**config.mk**
```make
export PLATFORM = sky130hd
export DESIGN_NAME = cyclic_async_buffer_manager_core
export DESIGN_NICKNAME = d
export VERILOG_FILES = /design/src/rtl/cabm_pkg.sv /design/src/rtl/cabm_find_free.sv /design/src/rtl/cyclic_async_buffer_manager_core.sv
export VERILOG_INCLUDE_DIRS = /design/src /design/src/rtl
export SDC_FILE = /design/constraint.sdc
export NUM_CORES = 1
export LEC_CHECK = 0
export ABC_AREA = 1
export BUFFER_PORTS_ARGS = -buffer_cell sky130_fd_sc_hd__clkbuf_2
export CAP_MARGIN = 20
export CORE_UTILIZATION = 40
export CTS_CLUSTER_DIAMETER = 200
export DETAILED_ROUTE_END_ITERATION = 10
export PLACE_DENSITY = 0.66
export SLEW_MARGIN = 25
export SYNTH_ARGS = -nofsm -noshare
export SYNTH_HDL_FRONTEND = slang
export SYNTH_HIERARCHICAL = 1
export SYNTH_SLANG_ARGS = --single-unit
```
**constraint.sdc**
```tcl
create_clock -name clk -period 3.4 [get_ports clk]
set_input_delay 0.68 -clock clk [delete_from_list [all_inputs] [get_ports clk]]
set_output_delay 0.68 -clock clk [all_outputs]
set_load 0.005 [all_outputs]
```
**src/rtl/assert_macros.svh**
```systemverilog
// Assertion macros used by the RTL core of the buffer manager.
`ifndef ASSERT_MACROS_SVH
`define ASSERT_MACROS_SVH
`ifndef ASSERT_OFF
// The property must hold at every clock edge outside reset.
`define ASSERT_ALWAYS(lbl, clk_s, rstn_s, prop) \
  lbl: assert property (@(posedge clk_s) disable iff (!rstn_s) (prop)) \
    else $error("assertion failed");
// When the condition holds, the consequence must hold in the next cycle.
`define ASSERT_NEXT(lbl, clk_s, rstn_s, cond, cons) \
  lbl: assert property (@(posedge clk_s) disable iff (!rstn_s) (cond) |=> (cons)) \
    else $error("assertion failed");
`else
`define ASSERT_ALWAYS(lbl, clk_s, rstn_s, prop)
`define ASSERT_NEXT(lbl, clk_s, rstn_s, cond, cons)
`endif
`endif

```
**src/rtl/cabm_pkg.sv**
```systemverilog
// Package with request and status codes and sizes for the buffer manager.
`timescale 1ns / 1ps
package cabm_pkg;

  localparam int SLOTS_DEF  = 8;
  localparam int CNT_W      = 4;
  localparam int SLOT_IN_W  = 3;
  localparam int SLOT_OUT_W = 3;
  localparam logic [CNT_W-1:0] COUNT_MAX = 4'd15;

  typedef enum logic [1:0] {
    REQ_RESERVE = 2'd0,
    REQ_PUT     = 2'd1,
    REQ_GET     = 2'd2,
    REQ_UNGET   = 2'd3
  } req_t;

  typedef enum logic [1:0] {
    ST_OK      = 2'd0,
    ST_NO_FREE = 2'd1,
    ST_NO_MSG  = 2'd2,
    ST_LIMIT   = 2'd3
  } status_t;

endpackage

```
**src/rtl/cabm_find_free.sv**
```systemverilog
// Lowest-set-bit finder that picks the first free slot.
`timescale 1ns / 1ps
module cabm_find_free
  import cabm_pkg::*;
#(
  parameter int SLOTS = SLOTS_DEF,
  localparam int IDX_W = $clog2(SLOTS)
) (
  input  logic [SLOTS-1:0] free_vec,
  output logic             found,
  output logic [IDX_W-1:0] idx
);

  logic [SLOTS-1:0] lowest;

  // Isolate the lowest set bit, then encode the one-hot word.
  assign lowest = free_vec & (~free_vec + SLOTS'(1));
  assign found  = |free_vec;

  always_comb begin
    idx = '0;
    for (int i = 0; i < SLOTS; i++) begin
      idx = idx | ({IDX_W{lowest[i]}} & IDX_W'(i));
    end
  end

endmodule

```
**src/rtl/cyclic_async_buffer_manager_core.sv**
```systemverilog
// Top level of the cyclic asynchronous buffer slot manager.
`timescale 1ns / 1ps
`include "assert_macros.svh"
// Slot bookkeeping for a cyclic asynchronous buffer with one writer and
// several readers. Each request item (reserve, put, get or unget) yields
// exactly one result item. The block takes one item per clock cycle and
// each item is first held in the request register, after which the
// block reads the bank of per-slot use counts, updates one count or
// the most-recent-message register, and loads the result
// register. The reserve search is a parallel lowest-free-slot finder over
// all SLOTS counts, so the clock period is set by that finder and the
// count bank read. A stalled output holds its result while the request
// register takes the next item; when both are full the input stalls.
// Use counts saturate at 15 and 0 with a count-limit status, and a get
// before the first put reports that no message exists yet.
module cyclic_async_buffer_manager_core
  import cabm_pkg::*;
#(
  parameter int SLOTS = SLOTS_DEF
) (
  input  logic       clk,
  input  logic       rst_n,
  input  logic       in_tvalid,
  output logic       in_tready,
  input  logic [7:0] in_tdata,   // [2:0] slot_in, [7:3] zero
  input  logic [1:0] in_tuser,   // [1:0] req_type
  output logic       out_tvalid,
  input  logic       out_tready,
  output logic [7:0] out_tdata,  // [2:0] slot_out, [6:3] use_count_out, [7] zero
  output logic [1:0] out_tuser   // [1:0] status
);

  localparam int IDX_W = $clog2(SLOTS);

  // Request register.
  logic                 st_vld_r, st_vld_nxt;
  req_t                 st_req_r;
  logic [SLOT_IN_W-1:0] st_slot_r;

  // Slot state.
  logic [CNT_W-1:0] cnt_r   [SLOTS];
  logic [CNT_W-1:0] cnt_nxt [SLOTS];
  logic [IDX_W-1:0] lat_slot_r, lat_slot_nxt;
  logic             lat_valid_r, lat_valid_nxt;

  // Result register.
  logic                  out_valid_r, out_valid_nxt;
  logic [SLOT_OUT_W-1:0] res_slot_r, res_slot;
  status_t               res_st_r, res_st;
  logic [CNT_W-1:0]      res_cnt_r, res_cnt;

  logic             adv;
  logic             in_range;
  logic [IDX_W-1:0] sidx;
  logic [SLOTS-1:0] free_vec;
  logic             found;
  logic [IDX_W-1:0] fidx;
  logic [CNT_W-1:0] c_lat, c_sel;

  // The result register can take a new result when empty or being drained.
  assign adv       = !out_valid_r || out_tready;
  assign in_tready = !st_vld_r || adv;

  always_comb begin
    st_vld_nxt = st_vld_r;
    if (in_tready) begin
      st_vld_nxt = in_tvalid;
    end
  end

  always_ff @(posedge clk) begin
    if (!rst_n) begin
      st_vld_r <= 1'b0;
    end else begin
      st_vld_r <= st_vld_nxt;
    end
  end

  always_ff @(posedge clk) begin
    if (in_tvalid && in_tready) begin
      st_req_r  <= req_t'(in_tuser);
      st_slot_r <= in_tdata[SLOT_IN_W-1:0];
    end
  end

  // A slot is free when nobody uses it and it is not the current message.
  always_comb begin
    for (int i = 0; i < SLOTS; i++) begin
      free_vec[i] = (cnt_r[i] == '0) && !(lat_valid_r && (lat_slot_r == IDX_W'(i)));
    end
  end

  cabm_find_free #(
    .SLOTS (SLOTS)
  ) u_find_free (
    .free_vec (free_vec),
    .found    (found),
    .idx      (fidx)
  );

  assign in_range = (32'(st_slot_r) < SLOTS);
  assign sidx     = IDX_W'(st_slot_r);
  assign c_lat    = cnt_r[lat_slot_r];
  assign c_sel    = cnt_r[sidx];

  always_comb begin
    cnt_nxt       = cnt_r;
    lat_slot_nxt  = lat_slot_r;
    lat_valid_nxt = lat_valid_r;
    res_slot      = '0;
    res_st        = ST_OK;
    res_cnt       = '0;
    out_valid_nxt = out_valid_r;
    if (adv) begin
      out_valid_nxt = st_vld_r;
    end
    if (st_vld_r && adv) begin
      unique case (st_req_r)
        REQ_RESERVE: begin
          if (found) begin
            cnt_nxt[fidx] = CNT_W'(1);
            res_slot      = SLOT_OUT_W'(fidx);
            res_cnt       = CNT_W'(1);
          end else begin
            res_st = ST_NO_FREE;
          end
        end
        REQ_GET: begin
          if (!lat_valid_r) begin
            res_st = ST_NO_MSG;
          end else if (c_lat == COUNT_MAX) begin
            res_slot = SLOT_OUT_W'(lat_slot_r);
            res_st   = ST_LIMIT;
            res_cnt  = COUNT_MAX;
          end else begin
            cnt_nxt[lat_slot_r] = c_lat + CNT_W'(1);
            res_slot            = SLOT_OUT_W'(lat_slot_r);
            res_cnt             = c_lat + CNT_W'(1);
          end
        end
        REQ_PUT: begin
          res_slot = SLOT_OUT_W'(st_slot_r);
          if (!in_range) begin
            res_st = ST_LIMIT;
          end else begin
            lat_slot_nxt  = sidx;
            lat_valid_nxt = 1'b1;
            cnt_nxt[sidx] = '0;
          end
        end
        REQ_UNGET: begin
          res_slot = SLOT_OUT_W'(st_slot_r);
          if (!in_range || (c_sel == '0)) begin
            res_st = ST_LIMIT;
          end else begin
            cnt_nxt[sidx] = c_sel - CNT_W'(1);
            res_cnt       = c_sel - CNT_W'(1);
          end
        end
        default: begin
          res_st = ST_LIMIT;
        end
      endcase
    end
  end

  always_ff @(posedge clk) begin
    if (!rst_n) begin
      for (int i = 0; i < SLOTS; i++) begin
        cnt_r[i] <= '0;
      end
      lat_slot_r  <= '0;
      lat_valid_r <= 1'b0;
      out_valid_r <= 1'b0;
    end else begin
      cnt_r       <= cnt_nxt;
      lat_slot_r  <= lat_slot_nxt;
      lat_valid_r <= lat_valid_nxt;
      out_valid_r <= out_valid_nxt;
    end
  end

  always_ff @(posedge clk) begin
    if (st_vld_r && adv) begin
      res_slot_r <= res_slot;
      res_st_r   <= res_st;
      res_cnt_r  <= res_cnt;
    end
  end

  assign out_tvalid = out_valid_r;
  assign out_tdata  = {1'b0, res_cnt_r, res_slot_r};
  assign out_tuser  = res_st_r;

  // Once a message exists it never disappears.
  `ASSERT_NEXT(a_latest_sticky, clk, rst_n, lat_valid_r, lat_valid_r)
  // The current message always names an existing slot.
  `ASSERT_ALWAYS(a_latest_range, clk, rst_n, !lat_valid_r || (32'(lat_slot_r) < SLOTS))
  // A request that moves on always produces a result in the next cycle.
  `ASSERT_NEXT(a_result_follows, clk, rst_n, st_vld_r && adv, out_valid_r)
  // A failed reserve or a get without a message reports slot and count zero.
  `ASSERT_ALWAYS(a_empty_result, clk, rst_n,
    !(out_valid_r && (res_st_r == ST_NO_FREE || res_st_r == ST_NO_MSG)) ||
    (res_slot_r == '0 && res_cnt_r == '0))

endmodule
```
* Word level (Yosys, flattened, before mapping)
Cells that the tools add are included.
** Storage, ports and cells
- Register bits :: 52
- Latch bits :: 0
- RAM bits :: 0
- Bits in read-only memories :: 0
- Input bits :: 14
- Output and inout bits :: 12
- Logic and storage cells :: 137
- Memories :: 0
** Operators by class
- Add/subtract/negate cells :: 3
- Multipliers :: 0
- Div/mod/pow operators :: 0
- Magnitude comparators :: 6
- Eq/ne operators :: 15
- Shift operators :: 0
- Muxes and demuxes :: 32
- Bitwise logic cells :: 16
- Reductions and logical operators :: 48
** Operator list (count)
- 2-to-1 mux 32 bit :: 4
- one-hot mux 32 bit (4 select lines) :: 1
- bitwise mux 32 bit :: 2
- 2-to-1 mux 4 bit :: 10
- demux 4 bit (select 3 bit) :: 3
- logical NOT 4 bit :: 9
- AND 32 bit :: 1
- inverter 32 bit :: 1
- AND 24 bit :: 1
- binary-select mux 4 bit (select 3 bit) :: 2
- inverter 24 bit :: 1
- logical AND 1 bit :: 21
- == test 3 bit, second input constant :: 4
- greater-or-equal comparator 4 bit, second input constant :: 3
- < comparator 4 x 1 -> 1 bit, second input constant :: 3
- inverter 3 -> 4 bit :: 3
- one-hot mux 4 bit (3 select lines) :: 1
- logical NOT 1 bit :: 10
- bitwise OR 3 bit :: 3
- one-hot mux 3 bit (3 select lines) :: 1
- adder 8 x 1 -> 8 bit, second input constant :: 1
- AND 8 bit :: 1
- != test 2 bit, second input constant :: 4
- inverter 8 bit :: 1
- other kinds (22) :: 29

* Longest topological paths before layout
- Word-level depth :: 22
- Mapped depth :: 21
- Gate-level depth less buffers :: 20

* Cells and area by module
Netlist, hierarchy kept.
** By module, submodules not included
- cyclic_async_buffer_manager_core :: times used 1, cells each 739, area each 4460.5 µm², seq. area each 1181.1 µm²
- cabm_find_free :: times used 1, cells each 24, area each 106.4 µm², seq. area each 0.0 µm²

* Worst setup path before layout
Ideal clock, no wire load.
- Path type :: reg2reg
- Start :: reg lat_slot_r[2]
- End :: reg cnt_r[1] (netlist name)
- Setup time :: 0.119 ns
- Arrival time :: 2.474 ns
- Path slack :: 0.807 ns
- Stages on the path, launching flop included :: 14
- Buffers on the path :: 1
- Path through :: dfxtp_1 -> inv_1 -> buf_2 -> nor2_1 -> a2111oi_0 -> o21ai_1 -> a21oi_1 -> inv_1 -> nor3_1 -> inv_1 -> nand3_1 -> o2111ai_1 -> o21ai_0 -> a21oi_1
** On the way
- Elaborated cells between the ends (all ways) :: 69
- Classes of those cells :: add/sub (2); order compare (4); eq/ne (10); mux (12); bitwise (12); reduce/logical (29)
** RTL lines
- start: declaration :: RTL line cyclic_async_buffer_manager_core.sv:43 : logic [IDX_W-1:0] lat_slot_r, lat_slot_nxt;
- start signal: assignment :: RTL line cyclic_async_buffer_manager_core.sv:177 : lat_slot_r <= lat_slot_nxt;
- == test 3 bit * :: RTL line cyclic_async_buffer_manager_core.sv:89 : free_vec[i] = (cnt_r[i] == '0) && !(lat_valid_r && (lat_slot_r == IDX_W'(i)));
- logical AND 1 bit * :: RTL line cyclic_async_buffer_manager_core.sv:89
- logical NOT 1 bit * :: RTL line cyclic_async_buffer_manager_core.sv:89
- logical AND 1 bit * :: RTL line cyclic_async_buffer_manager_core.sv:89
- net free_vec[7] :: RTL line cyclic_async_buffer_manager_core.sv:55 : logic [SLOTS-1:0] free_vec;
- inverter 8 bit :: RTL line cabm_find_free.sv:17 : assign lowest = free_vec & (~free_vec + SLOTS'(1));
- adder 8 x 1 -> 8 bit :: RTL line cabm_find_free.sv:17
- AND 8 bit * :: RTL line cabm_find_free.sv:17
- (+1 left out)
- net fidx[1] :: RTL line cyclic_async_buffer_manager_core.sv:57 : logic [IDX_W-1:0] fidx;
- (+1 left out)
- greater-or-equal comparator 4 bit (not written as such) or < comparator 4 x 1 -> 1 bit (tied branches) :: RTL line cyclic_async_buffer_manager_core.sv:121 : cnt_nxt[fidx] = CNT_W'(1);
- logical AND 1 bit (not written as such) :: RTL line cyclic_async_buffer_manager_core.sv:121
- 2-to-1 mux 4 bit (not written as such) :: RTL line cyclic_async_buffer_manager_core.sv:121
- demux 4 bit (select 3 bit) * :: RTL line cyclic_async_buffer_manager_core.sv:121
- inverter 24 bit (no source line) *
- AND 24 bit (no source line) *
- 2-to-1 mux 32 bit * :: RTL line cyclic_async_buffer_manager_core.sv:120 : if (found) begin
- one-hot mux 32 bit (4 select lines) * :: RTL line cyclic_async_buffer_manager_core.sv:118 : unique case (st_req_r)
- end signal: assignment :: RTL line cyclic_async_buffer_manager_core.sv:176 : cnt_r <= cnt_nxt;
- end: declaration :: RTL line cyclic_async_buffer_manager_core.sv:41 : logic [CNT_W-1:0] cnt_r [SLOTS];
Mark *: on every way through the listed nets, which the timed path passes. The rest lies on a longest branch. The select of a mux whose other input is x is not followed.
A chain may end at the register's enable or synchronous reset.

* Worst setup path after layout
- Start :: reg lat_slot_r[0]
- End :: reg cnt_r[1] (netlist name)
** On the way
- Elaborated cells between the ends (all ways) :: 69
- Classes of those cells :: add/sub (2); order compare (4); eq/ne (10); mux (12); bitwise (12); reduce/logical (29)
** RTL lines (RTL line)
- == test 3 bit * :: cyclic_async_buffer_manager_core.sv:89
- logical AND 1 bit * :: cyclic_async_buffer_manager_core.sv:89
- logical NOT 1 bit * :: cyclic_async_buffer_manager_core.sv:89
- logical AND 1 bit * :: cyclic_async_buffer_manager_core.sv:89
- net free_vec[6] :: cyclic_async_buffer_manager_core.sv:55
- inverter 8 bit :: cabm_find_free.sv:17
- adder 8 x 1 -> 8 bit :: cabm_find_free.sv:17
- AND 8 bit * :: cabm_find_free.sv:17
- (+2 left out)
- net fidx[2] :: cyclic_async_buffer_manager_core.sv:57
- (+1 left out)
- greater-or-equal comparator 4 bit (not written as such) or < comparator 4 x 1 -> 1 bit (tied branches) :: cyclic_async_buffer_manager_core.sv:121
- logical AND 1 bit (not written as such) :: cyclic_async_buffer_manager_core.sv:121
- 2-to-1 mux 4 bit (not written as such) :: cyclic_async_buffer_manager_core.sv:121
- demux 4 bit (select 3 bit) * :: cyclic_async_buffer_manager_core.sv:121
- inverter 24 bit (no source line) *
- AND 24 bit (no source line) *
- 2-to-1 mux 32 bit * :: cyclic_async_buffer_manager_core.sv:120
- one-hot mux 32 bit (4 select lines) * :: cyclic_async_buffer_manager_core.sv:118
Marked as above.

==> results.yml <==
route:
  routed_wl_um: 16700
  vias: 5421
  routedWlPerCell_um: 17.8
  drc_errors: 0
  first_pass_iters: 6
  first_iter_violations: 489
  drt.antenna.violating_nets: 0
  viasPerCell: 5.80
power:
  cellPowerDensity_nw_per_um2: 351
  leakage_nw: 2.20
  power.total_mw: 1.78
  peakVddDrop_mv: 0.189
synth:
  synthAdderAreaFrac: 0.00548
  synthXorXnorAreaFrac: 0
  synthMuxAreaShare: 0
  synth_top_area_share: 0.191
  synth_top_family_by_area: "simple AND/OR/NAND/NOR gates"
  synth-edff-count: 14
  yosysUniqueCellTypes: 41
  synthTopCellsByCount: "232 x nand2_1, 83 x inv_1, 67 x nor2_1"
  synth_simple_gate_area_frac: 0.392
  syn_inst: 763
  synth_top_cell_by_area: "nand2_1"
  yosysSeqAreaShare: 0.259
  synth_compound_area_frac: 0.221
  syn_area_um2: 4570
  async_reset_ff_frac: 0
  synthFlopType: "dfxtp_1"
  yosys-top-cells-area: "nand2_1 19%, dfxtp_1 17%, edfxtp_1 9.2%"
  synth-seq-cells: 52
  synth_area_per_cell_um2: 5.99
  synth_nets: 779
  yosysWarnings: 6
  synth.most_common_cell: "nand2_1"
final_layout:
  drive_above_1_share: 0.135
  area_delta_synth_final_pct: 11.0
  n_fill_cell: 1186
  instances_no_fill: 935
  finalNetCount: 809
  fin_area_um2: 5070
timing:
  finalSetupViolations: 0
  hold_viol: 0
  worst_pin_slew_ns: 0.695
  max-slew-margin-rel: 0.525
  period_needed_ns: 3.10
  fmax_mhz: 323
  fin_worst_skew_ns: 0.00693
  rsz0062_at_grt: "no"
  setup_tns_ns: 0
  maxSlewViolCount: 0
  post-route-period-util: 0.912
  hold_ws_ns: 0.516
clock_tree:
  root_buffer: "clkbuf_16"
  hold_buffers: 0
  numClockSinks: 52
  clockBufferDepth: 2
  cts_tree: "built"
  numCtsBuffers: 5
  htreeDepth: 2
  clk_latency_ns: 0.30
  clkSlewWorstSetupHoldPaths_ns: 0.07
global_routing:
  grt_max_degree: 37
  grtUsageTotal: 0.296
  antenna_found_initial: 2
  grt_pass1_vias: 4995
  grt_pass1_wl_um: 26300
  grt.overflow.total: 0
job:
  cap_violations: 0
placed_design:
  port_buffers: 19
  dpl.cell_count: 926
  dp_hpwl_um: 12100
  place_congestion: 1.03
  dpl-instance-area_um2: 4920
worst_setup_path:
  cpPeakStageDelay_ns: 0.56
  path_max_fanout: 9
  critPathLaunchType: "register"
  crit_path_cell_trace: "inv_2, nand2_2, nor2_1, a21oi_1, nor2_1, a21oi_1, inv_1, nor3_1, inv_1, nand3_1, o2111ai_1, o21ai_0, a21oi_1"
  crit_required_ns: 3.59
  cp.arrival_ns: 3.29
  cpMaxStageDelayCell: "dfxtp_1"
  cp_common_cell: "a21oi_1"
  worstSetupEndpointType: "register"
  critPathKind: "register to register"
floorplan:
  start_util: 0.416
  design.core.area_um2: 11000
  rows: 38
  pin_count: 26
  die_x_um: 109
  dieHeight_um: 109
  dieArea_um2: 11800
min_path:
  hold_path_class: "register to register"
run_status:
  status: "finished clean"
registers in the layout, indices dropped and copies added (netlist names), 2 cells and up:
register    count
sidx            3
st_req_r        2
res_cnt_r       4
res_slot_r      3
cnt_r          32
out_tuser       2
lat_slot_r      3
placed cells by master, fill, tap and decap left out, drive strengths merged:
cell type    n
o31ai        2
dfxtp       38
clkinv       3
a2111oi      2
clkinvlp     1
nand2      247
inv         90
nor2        75
o311ai       2
buf         36
a22oi        3
or2          1
edfxtp      14
o2111ai      8
conb         1
o22ai        4
ha           2
nor3        11
a31oi        1
o21ai       71
o211ai      11
nand4        9
o221ai       1
diode        1
clkbuf      24
nand3       63
a21oi       66
a211oi       3
nor4         3
o21a         2
kinds of logic after synthesis:
group / count (synthesis)
simple gates: 409
compound gates: 176
buf+inv: 123
flops: 52
fa+ha+maj: 2
other cells: 1
report_power, final:
part	switching, mW	internal, mW
clock	0.252	0.276
combinational	0.374	0.168
sequential	0.0382	0.672
worst paths after layout:
| check | start | end | slack [ns] | depth (start not counted) |
|---|---|---|---|---|
| setup / recovery | lat_slot_r[0] | cnt_r[1] | 0.30 | 13 |
| hold / removal | out_tvalid | out_tvalid | 0.52 | 2 |
| setup reg to reg | lat_slot_r[0] | cnt_r[1] | 0.30 | 13 |
| hold reg to reg | out_tvalid | out_tvalid | 0.52 | 2 |
routing by layer:
layer	track usage	share of wire	vias up
met5	0	0.00084	-
met1	0.383	0.41	2468
met2	0.468	0.44	298
met3	0.0514	0.098	74
li1	-	-	2579
met4	0.161	0.054	2
area by class of cell:
cell class / instances / area (µm²) / share of cell area
multi-input cells: 588 / 2830 / 0.557
flip-flops and latches: 52 / 1180 / 0.233
repair buffers: 55 / 390 / 0.0770
inverters: 91 / 348 / 0.0686
well taps: 140 / 175 / 0.0345
clock buffers: 5 / 125 / 0.0247
clock inverters: 3 / 22.5 / 0.00444
diodes: 1 / 2.50 / 0.000493
metrics by stage:
step | util | setup WS, ns
2_1_floorplan | - | 0.807
3_3_place_gp | 0.448 | 0.380
3_5_place_dp | 0.448 | 0.302
4_1_cts | 0.461 | 0.281
5_1_grt | 0.461 | 0.0659
6_report | 0.462 | 0.300
critical path, delay by kind of cell (launching register included):
| family | cells | cell delay (ns) |
|---|---|---|
| simple gates | 5 | 0.94 |
| flops | 1 | 0.56 |
| buf+inv | 3 | 0.50 |
| compound gates | 5 | 0.99 |
repair_timing:
action                                  in CTS  in global routing
endpoints found under the setup margin       0                  1
gates resized for setup                      0                  1
setup buffers                                0                  0
Power figures use the tool's default switching activity.
